**src/hw/rtl/assert_macros.svh**
```systemverilog
// Assertion macros for the RTL files, included by laop_ctrl
`ifndef ASSERT_MACROS_SVH
`define ASSERT_MACROS_SVH
// Concurrent check on the rising clock edge, disabled in reset
`define ASSERT_CLK(label, clk, rst, prop, msg) \
   label: assert property (@(posedge clk) disable iff (rst) (prop)) else $error(msg);
// Concurrent check on the rising clock edge, also checked in reset
`define ASSERT_ALWAYS(label, clk, prop, msg) \
   label: assert property (@(posedge clk) (prop)) else $error(msg);
`endif

```
**src/hw/rtl/laop_pkg.sv**
```systemverilog
// Package: types and constants of the lifetime aware offset placer
package laop_pkg;
   localparam int FREE_ENTRIES = 32;
   localparam int IDX_W = $clog2(FREE_ENTRIES);
   localparam int CNT_W = $clog2(FREE_ENTRIES + 1);

   typedef struct packed {
      logic        starts_bucket;
      logic [40:0] request_size;
      logic [4:0]  align_log2;
      logic [15:0] first_use_pass;
      logic [15:0] last_use_pass;
   } req_type;

   typedef struct packed {
      logic [47:0] placed_offset;
      logic        reused_range;
      logic [47:0] bucket_extent;
      logic [4:0]  largest_align_log2;
      logic        list_overflow;
   } rsp_type;

   typedef struct packed {
      logic [47:0] offset;
      logic [40:0] size;
      logic [15:0] free_after;
   } entry_type;

   // control from the sequencer to the ring: shift goes to every cell, drop and load steer the tail feed
   typedef struct packed {
      logic shift;        // rotate the ring by one
      logic drop;         // tail feed takes cell 1, closing up over the erased entry
      logic load;         // tail feed takes the new entry
   } ring_ctl_type;

   function automatic logic [47:0] align_up(input logic [47:0] v, input logic [4:0] e);
      logic [47:0] m;
      m = (48'd1 << e) - 48'd1;
      return (v + m) & ~m;
   endfunction
endpackage

```
**src/hw/rtl/laop_cell.sv**
```systemverilog
// One storage cell of the free range ring
module laop_cell
   import laop_pkg::*;
(
   input  logic         clock,
   input  logic         shift,
   input  entry_type    entry_i,
   output entry_type    entry_o
);
   entry_type entry_ff, entry_in;

   always_comb begin
      entry_in = entry_ff;
      if (shift) entry_in = entry_i;
   end

   always_ff @(posedge clock) begin
      entry_ff <= entry_in;
   end

   assign entry_o = entry_ff;
endmodule

```
**src/hw/rtl/laop_ctrl.sv**
```systemverilog
// Sequencer: scans the ring head once per entry and builds the result
module laop_ctrl
   import laop_pkg::*;
(
   input  logic         clock,
   input  logic         reset,
   input  logic         req_valid,
   output logic         req_ready,
   input  req_type      req_data,
   output logic         rsp_valid,
   input  logic         rsp_ready,
   output rsp_type      rsp_data,
   input  entry_type    head,
   output entry_type    tail_new,
   output ring_ctl_type ctl
);
   `include "assert_macros.svh"

   localparam logic [1:0] ST_IDLE = 2'd0, ST_SCAN = 2'd1, ST_EMIT = 2'd2, ST_PACK = 2'd3;

   logic [1:0]       state_ff, state_in;
   logic [CNT_W-1:0] count_ff, count_in;
   logic [CNT_W-1:0] step_ff, step_in;
   logic [47:0]      high_ff, high_in;
   logic [4:0]       maxe_ff, maxe_in;
   req_type          req_ff, req_in;
   logic             found_ff, found_in;
   logic [IDX_W-1:0] best_ff, best_in;
   logic [40:0]      bsize_ff, bsize_in;
   logic [47:0]      boff_ff, boff_in;
   logic             rv_ff, rv_in;
   rsp_type          rsp_ff, rsp_in;

   logic [48:0] amask, cand;
   logic [49:0] cand_end, rng_end;
   logic        fits;
   logic [47:0] off_w, high_w;
   logic [CNT_W-1:0] cnt_after;

   // aligned candidate keeps its carry past 48 bits
   assign amask    = (49'd1 << req_ff.align_log2) - 49'd1;
   assign cand     = ({1'b0, head.offset} + amask) & ~amask;
   assign cand_end = {1'b0, cand} + {9'd0, req_ff.request_size};
   assign rng_end  = {2'b0, head.offset} + {9'd0, head.size};
   assign fits     = (head.free_after < req_ff.first_use_pass) && (cand_end <= rng_end)
                     && (!found_ff || head.size < bsize_ff);

   always_comb begin
      state_in = state_ff;
      count_in = count_ff;
      step_in  = step_ff;
      high_in  = high_ff;
      maxe_in  = maxe_ff;
      req_in   = req_ff;
      found_in = found_ff;
      best_in  = best_ff;
      bsize_in = bsize_ff;
      boff_in  = boff_ff;
      rv_in    = rv_ff;
      rsp_in   = rsp_ff;
      ctl      = '0;
      tail_new = '{offset: boff_ff, size: req_ff.request_size,
                   free_after: req_ff.last_use_pass};
      off_w    = align_up(high_ff, req_ff.align_log2);
      high_w   = off_w + {7'd0, req_ff.request_size};
      cnt_after = count_ff;
      if (rv_ff && rsp_ready) rv_in = 1'b0;
      unique case (state_ff)
         ST_IDLE: begin
            if (req_valid) begin
               req_in   = req_data;
               found_in = 1'b0;
               step_in  = '0;
               if (req_data.starts_bucket) begin
                  count_in = '0;
                  high_in  = '0;
                  maxe_in  = (req_data.align_log2 > 5'd0) ? req_data.align_log2 : 5'd0;
               end else if (req_data.align_log2 > maxe_ff) begin
                  maxe_in = req_data.align_log2;
               end
               state_in = ST_SCAN;
            end
         end
         ST_SCAN: begin
            // full rotation: every cell moves through the head once
            if (step_ff == CNT_W'(FREE_ENTRIES)) begin
               state_in = ST_EMIT;
            end else begin
               ctl.shift = 1'b1;
               if (step_ff < count_ff && fits) begin
                  found_in = 1'b1;
                  best_in  = step_ff[IDX_W-1:0];
                  bsize_in = head.size;
                  boff_in  = cand[47:0];
               end
               step_in = step_ff + CNT_W'(1);
            end
         end
         ST_EMIT: begin
            if (!found_ff) begin
               boff_in = off_w;
               high_in = high_w;
            end
            step_in  = '0;
            state_in = ST_PACK;
         end
         ST_PACK: begin
            // rotate once more, closing up over the chosen entry and appending at the end
            cnt_after = found_ff ? count_ff - CNT_W'(1) : count_ff;
            if (step_ff == CNT_W'(FREE_ENTRIES)) begin
               if (!rv_ff || rsp_ready) begin
                  rv_in = 1'b1;
                  rsp_in.placed_offset      = boff_ff;
                  rsp_in.reused_range       = found_ff;
                  rsp_in.bucket_extent      = high_ff;
                  rsp_in.largest_align_log2 = maxe_ff;
                  rsp_in.list_overflow      = (cnt_after == CNT_W'(FREE_ENTRIES));
                  count_in = (cnt_after == CNT_W'(FREE_ENTRIES)) ? cnt_after
                             : cnt_after + CNT_W'(1);
                  state_in = ST_IDLE;
               end
            end else begin
               ctl.shift = 1'b1;
               if (found_ff && step_ff >= CNT_W'(best_ff))
                  ctl.drop = 1'b1;
               if (step_ff == cnt_after)
                  ctl.load = 1'b1;
               step_in = step_ff + CNT_W'(1);
            end
         end
         default: state_in = ST_IDLE;
      endcase
   end

   always_ff @(posedge clock) begin
      if (reset) begin
         state_ff <= ST_IDLE;
         count_ff <= '0;
         high_ff  <= '0;
         maxe_ff  <= '0;
         rv_ff    <= 1'b0;
      end else begin
         state_ff <= state_in;
         count_ff <= count_in;
         high_ff  <= high_in;
         maxe_ff  <= maxe_in;
         rv_ff    <= rv_in;
      end
      step_ff  <= step_in;
      req_ff   <= req_in;
      found_ff <= found_in;
      best_ff  <= best_in;
      bsize_ff <= bsize_in;
      boff_ff  <= boff_in;
      rsp_ff   <= rsp_in;
   end

   assign req_ready = (state_ff == ST_IDLE);
   assign rsp_valid = rv_ff;
   assign rsp_data  = rsp_ff;

   `ASSERT_CLK(a_cnt_bound, clock, reset, count_ff <= CNT_W'(FREE_ENTRIES),
               "free list count past depth")
   `ASSERT_CLK(a_no_accept_busy, clock, reset, (state_ff != ST_IDLE) |-> !req_ready,
               "request taken while busy")
   `ASSERT_CLK(a_rsp_hold, clock, reset, (rsp_valid && !rsp_ready) |=> $stable(rsp_data),
               "result changed while stalled")
endmodule

```
**src/hw/rtl/laop_ring.sv**
```systemverilog
// Ring of cells holding the free ranges, with compaction at the head
module laop_ring
   import laop_pkg::*;
(
   input  logic         clock,
   input  ring_ctl_type ctl,
   input  entry_type    tail_new,
   output entry_type    head
);
   entry_type link [FREE_ENTRIES];
   entry_type feed;

   // link[0] is the head cell; data flows toward index 0 and wraps around
   for (genvar g = 0; g < FREE_ENTRIES; g++) begin : g_cell
      entry_type nin;
      if (g == FREE_ENTRIES - 1) begin : g_last
         assign nin = feed;
      end else begin : g_mid
         assign nin = link[g+1];
      end
      laop_cell u_cell (.clock(clock), .shift(ctl.shift), .entry_i(nin), .entry_o(link[g]));
   end

   assign feed = ctl.load ? tail_new : (ctl.drop ? link[1] : link[0]);
   assign head = link[0];
endmodule

```
**src/hw/rtl/lifetime_aware_offset_placer_top.sv**
```systemverilog
// Top level: lifetime aware best fit offset placer
// Usage:
//  req channel: one placement request per transfer (req_valid/req_ready, req_data).
//  rsp channel: one result per request (rsp_valid/rsp_ready, rsp_data).
//  The free range list lives in a ring of FREE_ENTRIES cells rotating through
//  a single compare unit at the head.
//  Order: a scan rotation of the ring (ST_SCAN), a placement step (ST_EMIT), then a
//  compaction rotation (ST_PACK); requests are handled one at a time.
//  Throughput is set by the two full rotations of the ring while results are not stalled.
//  Reset: empties the list, zeroes high mark and largest alignment; no clearing
//  pass is needed.
//  Stall: a result waits in the output register; the next request is taken
//  as soon as the previous one is finished.
//  starts_bucket clears the bucket state before the request is placed.
module lifetime_aware_offset_placer_top
   import laop_pkg::*;
(
   input  logic    clock,
   input  logic    reset,
   input  logic    req_valid,
   output logic    req_ready,
   input  req_type req_data,
   output logic    rsp_valid,
   input  logic    rsp_ready,
   output rsp_type rsp_data
);
   entry_type    head, tail_new;
   ring_ctl_type ctl;

   laop_ctrl u_ctrl (
      .clock(clock), .reset(reset),
      .req_valid(req_valid), .req_ready(req_ready), .req_data(req_data),
      .rsp_valid(rsp_valid), .rsp_ready(rsp_ready), .rsp_data(rsp_data),
      .head(head), .tail_new(tail_new), .ctl(ctl)
   );

   laop_ring u_ring (
      .clock(clock), .ctl(ctl), .tail_new(tail_new), .head(head)
   );
endmodule

```
**config.mk**
```make
export PLATFORM = sky130hd
export DESIGN_NAME = lifetime_aware_offset_placer_top
export DESIGN_NICKNAME = d
export VERILOG_FILES = /design/src/hw/rtl/laop_pkg.sv /design/src/hw/rtl/laop_cell.sv /design/src/hw/rtl/laop_ctrl.sv /design/src/hw/rtl/laop_ring.sv /design/src/hw/rtl/lifetime_aware_offset_placer_top.sv
export VERILOG_INCLUDE_DIRS = /design/src /design/src/hw/rtl
export SDC_FILE = /design/constraint.sdc
export NUM_CORES = 2
export LEC_CHECK = 0
export BUFFER_PORTS_ARGS = -buffer_cell sky130_fd_sc_hd__buf_2
export CAP_MARGIN = 20
export CORE_MARGIN = 4
export CORE_UTILIZATION = 40
export CTS_BUF_LIST = sky130_fd_sc_hd__clkbuf_2
export DETAILED_ROUTE_END_ITERATION = 8
export HOLD_SLACK_MARGIN = 0.02
export PLACE_DENSITY_LB_ADDON = 0.15
export SETUP_SLACK_MARGIN = 0.3
export SKIP_LAST_GASP = 1
export SYNTH_ARGS = -nofsm -noshare
export SYNTH_HDL_FRONTEND = slang
export SYNTH_HIERARCHICAL = 1
export SYNTH_SLANG_ARGS = --single-unit
```
**constraint.sdc**
```tcl
create_clock -name clock -period 246 [get_ports clock]
set_clock_uncertainty 0.1 [all_clocks]
set_input_delay 24.6 -clock clock [delete_from_list [all_inputs] [get_ports clock]]
set_output_delay 24.6 -clock clock [all_outputs]
set_load 0.005 [all_outputs]
```
# After elaboration in Yosys (flattened, before gate mapping)
# Index checks and enable logic that the tools add are counted.
dict set report totals {
  reg_bits 3704
  latchBits 0
  mem_bits_rw 0
  mem_bits_ro 0
  in_bits 83
  output_inout_bits 105
  elab_cells 222
  mem_count 0
}
dict set report classes {
  n_addsub 10
  mul 0
  div_mod_pow 0
  order_cmp 7
  eq_ne 15
  shift 2
  muxes 42
  bitwise 5
  n_reduce_logical 26
}
# op count
set ops {}
lappend ops {{$mux W48} 6}
lappend ops {{$mux W105} 2}
lappend ops {{$pmux W48 S2} 2}
lappend ops {{$add A49 B41 Y50} 1}
lappend ops {{$le A50 B50 Y1} 1}
lappend ops {{$add A48 B41 Y49} 1}
lappend ops {{$add A48 B49 Y49} 1}
lappend ops {{$and A49 B49 Y49} 1}
lappend ops {{$not A49 Y49} 1}
lappend ops {{$shl A1 B5 Y49 const A} 1}
lappend ops {{$sub A49 B1 Y49 const B} 1}
lappend ops {{$add A48 B41 Y48} 1}
lappend ops {{$add A48 B48 Y48} 1}
lappend ops {{$and A48 B48 Y48} 1}
lappend ops {{$mux W6} 8}
lappend ops {{$not A48 Y48} 1}
lappend ops {{$shl A1 B5 Y48 const A} 1}
lappend ops {{$sub A48 B1 Y48 const B} 1}
lappend ops {{$lt A41 B41 Y1} 1}
lappend ops {{$pmux W6 S3} 1}
lappend ops {{$lt A16 B16 Y1} 1}
lappend ops {{$reduce_and A4 Y1} 4}
lappend ops {{$mux W5} 3}
lappend ops {{$add A6 B1 Y6 const B} 2}
lappend ops {{other kinds (27)} 63}

# Depth between registers and ports, before layout
dict set report logic_depth {
  word_depth 12
  ltp_mapped 43
  ltp_nobuf 42
}

# Modules after synthesis
# The synthesis kept the hierarchy.
# module instances cells_each area_each_um2
set by_module_without_submodules {}
lappend by_module_without_submodules {laop_cell 32 105 3153.0}
lappend by_module_without_submodules {laop_ctrl 1 2953 27709.1}
lappend by_module_without_submodules {laop_ring 1 350 2219.6}

# Worst setup path after synthesis
# Ideal clock, no wire load.
dict set report synth_timing {
  path_kind {register to register}
  start {reg u_ctrl.step_ff[0]}
  end {reg u_ctrl.state_ff[0]}
  setup_time_ns 0.311
  arrival_time_ns 150.879
  setup_slack_ns 94.710
  stages_incl_launch_ff 8
  n_path_buf 0
  synth_period_minus_slack_ns 151.290
  path_cell_list {edfxtp_1 -> inv_1 -> ha_1 -> nand2_1 -> nor4_1 -> nor2_1 -> a311oi_1 -> a211oi_1}
}
dict set report synth_between {
  elab_chain_cells 3
  elab_cells_between_ends 4
  cone_classes {eq/ne: 3; reduce/logical: 1}
}
# item line_no
set synth_lines {}
lappend synth_lines {{from (decl)} laop_ctrl.sv:23} ;# logic [CNT_W-1:0] step_ff, step_in;
lappend synth_lines {{from (signal assigned)} laop_ctrl.sv:149} ;# step_ff <= step_in;
lappend synth_lines {{$eq A6 B6 Y1 *} {laop_ctrl.sv:86, laop_ctrl.sv:110}}
lappend synth_lines {{$ne A2 B1 Y1 (no line)} --}
lappend synth_lines {{$reduce_and A4 Y1 (no line) *} --}
lappend synth_lines {{to (signal assigned)} laop_ctrl.sv:143} ;# state_ff <= state_in;
lappend synth_lines {{to (decl)} laop_ctrl.sv:21} ;# logic [1:0] state_ff, state_in;
# Every way passes the cells marked *; elsewhere a longest branch is shown, timed or not.
# A chain may end at the register's enable or synchronous reset.

# Worst setup path after layout
dict set report layout_timing {
  start {reg u_ctrl.state_ff[0]}
  end {out req_ready}
}
dict set report layout_between {
  elab_chain_cells 1
}
# item line_no
set layout_lines {}
lappend layout_lines {{$logic_not A2 Y1} laop_ctrl.sv:158} ;# assign req_ready = (state_ff == ST_IDLE);
lappend layout_lines {{to (decl)} lifetime_aware_offset_placer_top.sv:21} ;# output logic req_ready,
# No other way between the ends.

==> impl_metrics.csv <==
group,metric,value,unit
final_layout,fin_nets,8116,
routing,drtAntennaViolNets,0,
cts,cts.path.max_buffers,4,
global_routing,grt_pass1_wl,383,mm
routing,drt_iter0_markers,5849,
final_layout,syn_to_final_growth,11.1,%
final_layout,fin_util,0.447,
cts,cts_root_buf,"clkbuf_2",
global_routing,grtUsageTotal,0.149,
global_routing,grt.overflow.total,0,
run,max_cap_viol_count,0,
floorplanning,initial_core_util,0.403,
setup_path,cp-end-kind,"primary output",
cts,clkTransAtPathRegs,110,ps
routing,vias,61742,
routing,post_drt_via_cell_ratio,4.87,
cts,clk_latency,2070,ps
setup_path,critPathLaunchType,"flip-flop",
setup_path,cp_top_family,"adder cells",
sta,relSlewSlack,0.248,
cts,numClockSinks,3704,
setup_path,critPathSlowestCell,"ha_1",
floorplanning,design.core.area,0.325,mm2
sta,fin_crit_sh,0.113,
synth,yosys_warnings,6,
sta,fin_tns_setup,0,ps
synth,ys_seq_area_frac,0.845,
setup_path,r2r_start,"u_ctrl/req_ff[35]",
floorplanning,die_area,0.336,mm2
routing,drt_pass1_iterations,6,
synth,syn_avg_cell_area,19.6,um2
power,p_total,0.00208,W
run_status,status,"complete, no violations",
synth,synth_edf_count,3642,
sta,worst_slack,218230,ps
setup_path,worst_ep_arrival_time,3070,ps
routing,drc_errors,0,
global_routing,antenna_found_initial,33,
synth,syn_inst,6663,
routing,routed_wl,259,mm
setup_path,required,221300,ps
min_path,hold_class,"flip-flop to flip-flop",
setup_path,worstPathCellList,"inv_1 -> ha_1 -> buf_2",
min_path,min_from,"u_ring/g_cell[12].u_cell/entry_o[76]",
setup_path,crit_fanout,9,
setup_path,path_buf_inv,2,
routing,routedWlPerCell,20.5,um
floorplanning,io_pins,188,
cts,cts_resized,0,
cts,cts_tree,"built",
power,p_per_area,14.3,mW/mm2
placement,post-place-ws,218530,ps
placement,port_buffers,187,
synth,syn_area,0.131,mm2
placement,hpwl,161,mm
floorplanning,die_y,580,um
final_layout,layout-drive-gt1-share,0.207,
sta,slew_viol_final,0,
floorplanning,die_w,580,um
setup_path,setup.worst_path.start,"u_ctrl/state_ff[0]",
cts,cts_setup_buffers,0,
sta,max_freq,0.0360,GHz
setup_path,setup.worst_path.class,"flip-flop to primary output",
sta,grt_setup_unrepaired,"no",
cts,cts_buffers,888,
sta,layout_min_cycle_time,27770,ps
placement,gp_routability_congestion,0.879,
setup_path,r2r_setup_slack,232820,ps
sta,setup_viol,0,
cts,cts_max_level,6,
power,irDropWorstVdd,12.6,uV
global_routing,grt_pass1_vias,61727,
synth,yosysUniqueCellTypes,98,
synth,synthFlopType,"edfxtp_1",
sta,worstMarginPinSlew,1130,ps
power,leakage,51.0,nW
floorplanning,fp-row-count,209,
synth,synthArstFlopShare,0,
cts,ctsHoldBuffers,0,
synth,ys_ff_latch,3704,
global_routing,grt_max_degree,213,
final_layout,fill_cells,28541,
setup_path,max_stage_delay,420,ps
sta,hold_viol,0,
-- final timing paths --
kind / end / depth (start not counted)
hold / removal: u_ring/g_cell[11].u_cell/entry_o[76] / 0
setup reg to reg: u_ctrl/boff_ff[31] / 41
hold reg to reg: u_ring/g_cell[11].u_cell/entry_o[76] / 0
setup / recovery: req_ready / 3
-- registers in the layout, indices dropped and copies added, names as in the netlist, 5 cells and up --
register	cells
u_ring/g_cell.u_cell/entry_o	3360
u_ctrl/rsp_data	103
u_ctrl/tail_new	57
u_ctrl/boff_ff	48
u_ctrl/high_ff	48
u_ctrl/bsize_ff	41
u_ctrl/req_ff	21
u_ctrl/count_ff	6
u_ctrl/step_ff	6
u_ctrl/best_ff	5
u_ctrl/maxe_ff	5
-- worst register-to-register path: cells and delay by family (launching register included) --
family	cells	cell delay, ps
adders and majority gates	4	1760
AOI/OAI and AO/OA	19	4060
xor gates and xnor gates	2	440
and+or+nand+nor	12	4210
buffers and inverters	4	1350
DFF	1	780
-- metal layers --
layer	up-vias	part of all wire	global-route usage
li1	28632	-	-
met1	30948	0.50	0.231
met2	1763	0.42	0.208
met3	395	0.054	0.0304
met4	4	0.027	0.0542
met5	-	0.00010	0
-- Yosys cell counts (64+ instances only) --
master	instances	share of area
o21ai_0	213	0.0081
inv_1	164	0.0047
nand2_1	293	0.0084
clkbuf_1	80	0.0023
mux2i_1	115	0.0088
xnor2_1	131	0.0088
a21o_1	167	0.0096
nor2_1	250	0.0072
buf_4	64	0.0037
xor2_1	87	0.0058
a21oi_1	288	0.011
edfxtp_1	3642	0.84
ha_1	347	0.033
-- cell usage in the layout, fill, tap and decap left out, drive strengths merged, types with 168 or more instances in the layout --
cell	count
o21ai	271
buf	267
clkbuf	1280
ha	347
a21o	168
nor2	250
nand2	293
edfxtp	3642
a21oi	289
inv	190
clkinv	231
-- report_power, final --
group	internal, W	switching [W]
Sequential	0.00111	0.000104
Combinational	0.000142	0.000330
Clock	0.000155	0.000241
-- cells by family (layout without fill, tap and decap cells) --
family | Yosys count | after routing | synth area share
and+or+nand+nor | 880 | 880 | 0.0316
muxes | 156 | 156 | 0.0123
xor gates and xnor gates | 219 | 219 | 0.0147
buffers and inverters | 326 | 1984 | 0.0120
AOI/OAI and AO/OA | 1025 | 1025 | 0.0499
adders and majority gates | 352 | 352 | 0.0340
DFF | 3704 | 3704 | 0.845
other | 1 | 38 | 0.0000287
-- per-stage QoR --
step	area, um2	hold WS, ps	cells
6_report	145000	163	12683
5_1_grt	145000	141	12668
4_1_cts	145000	101	12663
3_5_place_dp	137000	305	11112
3_3_place_gp	137000	300	11110
2_1_floorplan	131000	300	6684
-- layout make-up --
cell class / instances / area, um2 / area share
diodes: 16 / 40.0 / 0.000276
multi-input cells: 2654 / 18800 / 0.129
flip-flops and latches: 3704 / 111000 / 0.761
well taps: 4325 / 5410 / 0.0372
inverters: 166 / 623 / 0.00429
clock inverters: 271 / 1680 / 0.0116
repair buffers: 267 / 1720 / 0.0118
clock buffers: 1280 / 6410 / 0.0441
No activity file was read; power rests on OpenSTA's default activity.
